`config.mk`:
```
export PLATFORM = sky130hd
export DESIGN_NAME = fifo_readers_writer_lock
export DESIGN_NICKNAME = d
export VERILOG_FILES = /design/src/hw/rtl/frwl_pkg.sv /design/src/hw/rtl/frwl_ram.sv /design/src/hw/rtl/fifo_readers_writer_lock.sv
export SDC_FILE = /design/constraint.sdc
export NUM_CORES = 1
export LEC_CHECK = 0
export ABC_AREA = 1
export BUFFER_PORTS_ARGS = -buffer_cell sky130_fd_sc_hd__buf_4
export CORE_AREA = 5 5 177 221
export CTS_BUF_LIST = sky130_fd_sc_hd__clkbuf_4
export DETAILED_ROUTE_END_ITERATION = 10
export DIE_AREA = 0 0 182 226
export GPL_TIMING_DRIVEN = 0
export PLACE_DENSITY = 0.84
export SETUP_SLACK_MARGIN = 0.15
export SYNTH_ARGS = -nofsm -noshare
export SYNTH_HDL_FRONTEND = slang
export SYNTH_SLANG_ARGS = --single-unit
```
`constraint.sdc`:
```
create_clock -name clk_i -period 5.1 [get_ports clk_i]
set_input_delay 0.51 -clock clk_i [delete_from_list [all_inputs] [get_ports clk_i]]
set_output_delay 0.51 -clock clk_i [all_outputs]
set_load 0.005 [all_outputs]
```
`src/hw/rtl/frwl_pkg.sv`:
```
// Package for the fair readers-writer lock manager.
// Holds the sizes, request and status codes, beat structs and state type.
// No dependencies.
`default_nettype none

package frwl_pkg;

  // Number of requesters sharing the lock; the wait queue holds one fewer.
  localparam int unsigned REQUESTERS = 64;
  localparam int unsigned PTR_W      = $clog2(REQUESTERS);
  localparam int unsigned CNT_W      = $clog2(REQUESTERS);

  localparam int unsigned ID_W    = 6;
  localparam int unsigned ENTRY_W = ID_W + 1;
  localparam int unsigned RCNT_W  = 7;

  localparam logic [RCNT_W-1:0] READER_MAX = {RCNT_W{1'b1}};

  typedef enum logic [1:0] {
    REQ_START_READ  = 2'd0,
    REQ_END_READ    = 2'd1,
    REQ_START_WRITE = 2'd2,
    REQ_END_WRITE   = 2'd3
  } req_type_e;

  typedef enum logic [2:0] {
    ST_GRANT    = 3'd0,
    ST_QUEUED   = 3'd1,
    ST_RELEASED = 3'd2,
    ST_ENDOK    = 3'd3,
    ST_ERROR    = 3'd4
  } status_e;

  typedef enum logic {
    S_IDLE    = 1'b0,
    S_RELEASE = 1'b1
  } state_e;

  typedef struct packed {
    req_type_e         req_type;
    logic [ID_W-1:0]   requester_id;
  } lock_req_t;

  typedef struct packed {
    status_e           status;
    logic [ID_W-1:0]   who;
    logic              as_writer;
    logic [RCNT_W-1:0] reader_count;
    logic              writer_holds;
    logic              last;
  } lock_res_t;

endpackage

`default_nettype wire

```
`src/hw/rtl/frwl_ram.sv`:
```
// Generic synchronous RAM: one write port and two registered read ports.
// No dependencies.
`default_nettype none

module frwl_ram #(
  parameter int unsigned WIDTH = 8,
  parameter int unsigned DEPTH = 16
) (
  input  wire logic                     clk_i,
  input  wire logic                     we_i,
  input  wire logic [$clog2(DEPTH)-1:0] waddr_i,
  input  wire logic [WIDTH-1:0]         wdata_i,
  input  wire logic [$clog2(DEPTH)-1:0] raddr_a_i,
  output      logic [WIDTH-1:0]         rdata_a_o,
  input  wire logic [$clog2(DEPTH)-1:0] raddr_b_i,
  output      logic [WIDTH-1:0]         rdata_b_o
);

  logic [WIDTH-1:0] mem [DEPTH];

  always_ff @(posedge clk_i) begin
    if (we_i) begin
      mem[waddr_i] <= wdata_i;
    end
    rdata_a_o <= mem[raddr_a_i];
    rdata_b_o <= mem[raddr_b_i];
  end

endmodule

`default_nettype wire

```
`src/hw/rtl/fifo_readers_writer_lock.sv`:
```
// Top level of the fair readers-writer lock manager.
// Depends on frwl_pkg and instantiates frwl_ram for the wait queue.
`default_nettype none

// A request beat is taken at a rising edge where start_i is high and busy_o
// is low. Its first result (granted, queued, end accepted or protocol error)
// appears on res_o in the next cycle, marked by res_valid_o for exactly one
// cycle; the receiver cannot stall, so every result must be captured when
// strobed. A request that releases nobody leaves busy_o low, so such requests
// may be issued every cycle. An accepted end that releases queued waiters
// keeps busy_o high until the last is out, giving one released beat per cycle
// after its first result, in queue order; the rate is set by the wait-queue
// memory, whose registered read of the next head holds the front entry (and
// the one behind, to know when the run of readers stops) as the head moves.
// res_o.last marks the final beat caused by a request. The queue memory needs
// no clearing after reset: only entries that were written are ever released.

module fifo_readers_writer_lock
  import frwl_pkg::*;
(
  input  wire logic      clk_i,
  input  wire logic      rst_ni,
  input  wire logic      start_i,
  input  wire lock_req_t req_i,
  output      logic      busy_o,
  output      logic      res_valid_o,
  output      lock_res_t res_o
);

  function automatic logic [PTR_W-1:0] ptr_inc(input logic [PTR_W-1:0] p);
    logic [PTR_W-1:0] r;
    if (p == PTR_W'(REQUESTERS - 1)) begin
      r = '0;
    end else begin
      r = p + PTR_W'(1);
    end
    return r;
  endfunction

  state_e            state_q, state_d;
  logic [PTR_W-1:0]  head_q, head_d;
  logic [PTR_W-1:0]  tail_q, tail_d;
  logic [CNT_W-1:0]  cnt_q, cnt_d;
  logic [RCNT_W-1:0] rdrs_q, rdrs_d;
  logic              wr_q, wr_d;
  logic              from_rd_q, from_rd_d;
  logic              res_vld_q, res_vld_d;
  lock_res_t         res_q, res_d;

  logic              accept;
  logic              rel_start;   // accepted end will release waiters
  logic              rel_last;    // release beat is the final one
  logic              q_full;
  logic              ram_we;
  logic [ENTRY_W-1:0] ram_wdata;
  logic [ENTRY_W-1:0] front, behind;
  logic              front_wr;

  assign accept = start_i && (state_q == S_IDLE);
  assign q_full = (cnt_q == CNT_W'(REQUESTERS - 1));
  assign front_wr = front[ID_W];

  // The read ports always look at the head the next cycle will see, so the
  // front entry and its successor are ready as soon as a release begins.
  frwl_ram #(
    .WIDTH(ENTRY_W),
    .DEPTH(REQUESTERS)
  ) u_queue (
    .clk_i    (clk_i),
    .we_i     (ram_we),
    .waddr_i  (tail_q),
    .wdata_i  (ram_wdata),
    .raddr_a_i(head_d),
    .rdata_a_o(front),
    .raddr_b_i(ptr_inc(head_d)),
    .rdata_b_o(behind)
  );

  // Datapath and outputs: the request decision when idle, one release per
  // cycle otherwise.
  always_comb begin
    head_d    = head_q;
    tail_d    = tail_q;
    cnt_d     = cnt_q;
    rdrs_d    = rdrs_q;
    wr_d      = wr_q;
    from_rd_d = from_rd_q;
    res_vld_d = 1'b0;
    res_d     = res_q;
    ram_we    = 1'b0;
    ram_wdata = {1'b0, req_i.requester_id};
    rel_start = 1'b0;
    rel_last  = 1'b0;

    case (state_q)
      S_IDLE: begin
        if (accept) begin
          res_vld_d        = 1'b1;
          res_d.who        = req_i.requester_id;
          res_d.as_writer  = 1'b0;
          res_d.status     = ST_ERROR;
          case (req_i.req_type)
            REQ_START_READ: begin
              if (wr_q || (cnt_q != '0)) begin
                if (!q_full) begin
                  ram_we       = 1'b1;
                  tail_d       = ptr_inc(tail_q);
                  cnt_d        = cnt_q + CNT_W'(1);
                  res_d.status = ST_QUEUED;
                end
              end else if (rdrs_q != READER_MAX) begin
                rdrs_d       = rdrs_q + RCNT_W'(1);
                res_d.status = ST_GRANT;
              end
            end
            REQ_END_READ: begin
              if (rdrs_q != '0) begin
                rdrs_d       = rdrs_q - RCNT_W'(1);
                res_d.status = ST_ENDOK;
                rel_start    = (rdrs_q == RCNT_W'(1)) && (cnt_q != '0);
                from_rd_d    = 1'b1;
              end
            end
            REQ_START_WRITE: begin
              res_d.as_writer = 1'b1;
              ram_wdata       = {1'b1, req_i.requester_id};
              if (wr_q || (rdrs_q != '0)) begin
                if (!q_full) begin
                  ram_we       = 1'b1;
                  tail_d       = ptr_inc(tail_q);
                  cnt_d        = cnt_q + CNT_W'(1);
                  res_d.status = ST_QUEUED;
                end
              end else begin
                wr_d         = 1'b1;
                res_d.status = ST_GRANT;
              end
            end
            REQ_END_WRITE: begin
              res_d.as_writer = 1'b1;
              if (wr_q) begin
                wr_d         = 1'b0;
                res_d.status = ST_ENDOK;
                rel_start    = (cnt_q != '0);
                from_rd_d    = 1'b0;
              end
            end
            default: begin
              res_d.status = ST_ERROR;
            end
          endcase
          res_d.reader_count = rdrs_d;
          res_d.writer_holds = wr_d;
          res_d.last         = !rel_start;
        end
      end
      S_RELEASE: begin
        head_d = ptr_inc(head_q);
        cnt_d  = cnt_q - CNT_W'(1);
        if (front_wr) begin
          wr_d = 1'b1;
        end else if (rdrs_q != READER_MAX) begin
          rdrs_d = rdrs_q + RCNT_W'(1);
        end
        // An end of read frees one waiter; a front writer goes alone; a run
        // of readers stops at an empty queue or at a queued writer.
        rel_last = from_rd_q || front_wr || (cnt_d == '0) || behind[ID_W];
        res_vld_d          = 1'b1;
        res_d.status       = ST_RELEASED;
        res_d.who          = front[ID_W-1:0];
        res_d.as_writer    = front_wr;
        res_d.reader_count = rdrs_d;
        res_d.writer_holds = wr_d;
        res_d.last         = rel_last;
      end
      default: begin
        res_vld_d = 1'b0;
      end
    endcase
  end

  // Next state.
  always_comb begin
    state_d = state_q;
    case (state_q)
      S_IDLE: begin
        if (rel_start) begin
          state_d = S_RELEASE;
        end
      end
      S_RELEASE: begin
        if (rel_last) begin
          state_d = S_IDLE;
        end
      end
      default: begin
        state_d = S_IDLE;
      end
    endcase
  end

  always_ff @(posedge clk_i or negedge rst_ni) begin
    if (!rst_ni) begin
      state_q   <= S_IDLE;
      head_q    <= '0;
      tail_q    <= '0;
      cnt_q     <= '0;
      rdrs_q    <= '0;
      wr_q      <= 1'b0;
      from_rd_q <= 1'b0;
      res_vld_q <= 1'b0;
    end else begin
      state_q   <= state_d;
      head_q    <= head_d;
      tail_q    <= tail_d;
      cnt_q     <= cnt_d;
      rdrs_q    <= rdrs_d;
      wr_q      <= wr_d;
      from_rd_q <= from_rd_d;
      res_vld_q <= res_vld_d;
    end
  end

  // Result payload needs no reset; it is qualified by the strobe.
  always_ff @(posedge clk_i) begin
    res_q <= res_d;
  end

  assign busy_o      = (state_q != S_IDLE);
  assign res_valid_o = res_vld_q;
  assign res_o       = res_q;

  // A result that is not the last of its request is followed at once by
  // another beat.
  a_burst_continues: assert property (@(posedge clk_i) disable iff (!rst_ni)
    (res_vld_q && !res_q.last) |=> res_vld_q)
    else $error("non-final result not followed by another beat");

  // Releases only ever draw from a non-empty queue.
  a_release_nonempty: assert property (@(posedge clk_i) disable iff (!rst_ni)
    (state_q == S_RELEASE) |-> (cnt_q != '0))
    else $error("release attempted with an empty wait queue");

  // A writer and readers never hold the lock together.
  a_exclusive: assert property (@(posedge clk_i) disable iff (!rst_ni)
    wr_q |-> (rdrs_q == '0))
    else $error("writer holds the lock while readers are counted");

  // A run of releases always opens with the accepted end that caused it.
  a_release_after_end: assert property (@(posedge clk_i) disable iff (!rst_ni)
    ((state_q == S_RELEASE) && ($past(state_q) == S_IDLE))
      |-> (res_vld_q && (res_q.status == ST_ENDOK) && !res_q.last))
    else $error("release run not preceded by an accepted end");

endmodule

`default_nettype wire

```
==> key figures <==
Run status
  • Run status: finished, final reports clean

Global routing
  • Tot GR Track Use: 33.3%
  • Global route overflow: 0
  • M2 GR Usage: between 50% and 60%
  • Vias in the first global route: ~19000
  • Initial antenna violation count: 1
  • Met1 usage in global routing: about two fifths
  • Pin count of the biggest net entering global routing: 66
  • Gr busiest metal: met2
  • First-pass GRT wire length: a little over 100 mm
  • GR Layer Usage met3: 7.91%

Yosys
  • Synth Register Bits: slightly above 500
  • Post-synth EDFFs: 467
  • Yosys cell types: 40
  • Area leader, netlist: edfxtp_1
  • Syn Area/Cell: between 9 and 10 um2
  • Syn Inst Count: around 2400
  • Most used DFF post-synth: edfxtp_1
  • YS warnings: 0
  • Area of the mapped netlist: about 0.024 mm2
  • Sequential area share after synthesis: 63.4%
  • Yosys top cell area share: between 50% and 60%
  • Syn_nets: roughly 2500
  • Area contributors post-synth: edfxtp_1 60%, nand2_1 11%, nand3_1 10%, inv_1 5.6%, dfrtp_1 3.1%
  • Async SR Flop Fraction: 5.75%

Final layout
  • Register cell area after layout: around 0.015 mm2
  • Layout cells sized above 1: between 10% and 20%
  • Fillers: 2662
  • Area of the multi-input gates: 0.00663 mm2
  • Commonest non-fill, non-tap cells in the layout: 704 x nand2_1, 470 x nand3_1, 467 x edfxtp_1, 352 x inv_1, 175 x clkbuf_4
  • Finished Layout Cells: between 3000 and 4000
  • Commonest non-fill, non-tap cell in the layout: nand2_1
  • Util after Layout: 70.5%
  • Fin nets: between 2000 and 3000
  • Area delta synth->final: 10.4%

Clock network
  • Clock-pin slew on the worst setup and hold paths: approximately 70 ps
  • Number of buffers created by CTS: between 100 and 150
  • Post-cts resize count: 0
  • CTS sink count: just over 500
  • Clk_lat worst skew: 900 ps
  • CTS max path bufs: 3
  • Root Buffer: clkbuf_4
  • CTS tree: done
  • Number of post-CTS setup repair buffers: 0
  • H-tree depth: 3

Route
  • Initial DRT Pass Iterations: 6
  • Remaining DRCs: 0
  • Detail Route Antenna Nets: 0
  • Initial drt markers: 2471
  • Vias/cell: ~6
  • Via count: 18800
  • DR WL/cell: ~22 um
  • Drt total wl: just under 70 mm

Worst setup path
  • Setup crit end kind: flip-flop
  • CP required: 5840 ps
  • WS Path Type: reg -> reg
  • Critical Path AT: about 4900 ps
  • CP startpoint kind: flip-flop
  • CP max FO: 11

Timing
  • Setup-failing EPs final: 0
  • Min Hold Slack: about 100 ps
  • Rel. slew slack: 13.2%
  • Final setup TNS: 0 ps
  • RSZ-0062 raised after global routing: false
  • Fmax: 238 MHz
  • Slew @ Worst Pin: between 1000 and 1500 ps
  • Final Hold Vio Count: 0
  • Fin. max-slew vios: 0
  • Fin crit period: between 4000 and 5000 ps
  • Tcrit/Tclk final: roughly 82%
  • Max Clock Skew: roughly 89 ps

Floorplanning
  • Rows: 79
  • Die Ht: 226 um
  • Die Width: 182 um
  • I/O pin count: 32
  • Starting Density: roughly 64%
  • Die area: 0.0411 mm2
  • CORE AREA: around 0.037 mm2

Placement
  • Routability cong.: just over 1
  • DP HPWL: approximately 47 mm
  • Inst Count DP: between 2000 and 3000
  • Port Buf Inserts: 30

Pwr
  • Peak VDD IR: slightly above 200 uV
  • Power Dens Cells: around 450 mW/mm2
  • Leak: 11.1 nW

Flow run
  • Max-cap viol count: 0

Worst hold path
  • Hold crit path type: in -> async
## worst max-delay path, cell delays in order, from the launching register on
cell      delay, ps
dfrtp_1         440
buf_4           210
o21ai_2         460
buf_2           410
buf_2           360
ha_1            290
clkbuf_1        260
inv_1           350
buf_1           550
nand3_1         200
nand3_1         110
nand3_1          90
nand3_1         110
nand3_1          80
nand2_1         120
## Yosys cell counts (2+ instances only)
library cell and number:
nand2_1 704, nand3_1 470, edfxtp_1 467, inv_1 352, nor2_1 99, buf_2 54
nand3b_1 33, buf_4 30, o21ai_0 30, dfrtp_1 29, clkbuf_1 27, a21oi_1 19
nor3_1 17, o211ai_1 14, ha_1 11, buf_1 10, xor2_1 10, dfxtp_1 8
nand4_1 7, nor2_2 6, o21ai_1 6, nand2_2 5, nand4_2 5, a31oi_1 4
inv_2 4, o21a_1 3, a22oi_1 2, o22ai_1 2
## worst paths after layout
path | start | slack (ps) | depth (start not counted) | to
max | busy_o | 910 | 14 | u_queue.rdata_b_o[6]
min | rst_ni | 100 | 2 | head_q[3]
max reg2reg | busy_o | 910 | 14 | u_queue.rdata_b_o[6]
min reg2reg | from_rd_q | 500 | 1 | from_rd_q
max in group asynchronous | rst_ni | 4620 | 2 | rdrs_q[3]
min in group clk_i | req_i[6] | 180 | 2 | u_queue.mem[30][6]
## stage by stage
stage               total power, mW  setup slack (ps)  cell area, um2
floorplan                      7.01              1060           23500
global placement               8.13             -1140           24400
detailed placement             8.23              1230           24400
CTS                            11.5              1150           26000
global route                   12.1               807           26000
finish                         11.6               905           26000
## timing repair
action / 4_1_cts / 5_1_grt
hold endpoints to repair: 30 / 0
hold buffers: 2 / 0
setup endpoints to repair: 0 / 0
## sequential cells by signal, summed over array words and instances, names as in the netlist
name	cells
u_queue.rdata_a_o	7
from_rd_q	1
busy_o	1
res_o	19
rdrs_q	7
tail_q	6
wr_q	1
u_queue.rdata_b_o	1
cnt_q	6
res_valid_o	1
u_queue.mem	448
head_q	6
## cell type report
cell class                 instances  share of cell area, %
timing repair buffer              35                   1.09
tap                              486                   2.34
sequential                       504                   57.4
antenna                            1                0.00963
buffer                           122                   2.49
inverter                         358                   5.18
multi-input combinational       1456                   25.5
clock inverter                    36                  0.901
clock buffer                     175                   5.06
## cell families after synthesis
kind of cell,after synthesis,share of synthesized area [%]
compound gates,84,2.07
xor+xnor,11,0.409
fa+ha+maj,11,0.585
buf+inv,480,8.47
flops,504,63.4
simple gates,1350,25.1
## power by group
part           total, mW  switching, mW  internal [mW]
Clock               3.31           1.59           1.72
Combinational       3.48           2.51          0.970
Sequential          4.81          0.111           4.70
## per-layer routing
metal  share of wire (%)  wire length, um  vias to the layer above
met5                   0                0                        -
met2                  48            32400                     1398
met4                 7.5             5100                        0
li1                    -                -                     8441
met1                  34            22900                     8619
met3                  11             7770                      351
(Power assumes the default switching activity.)
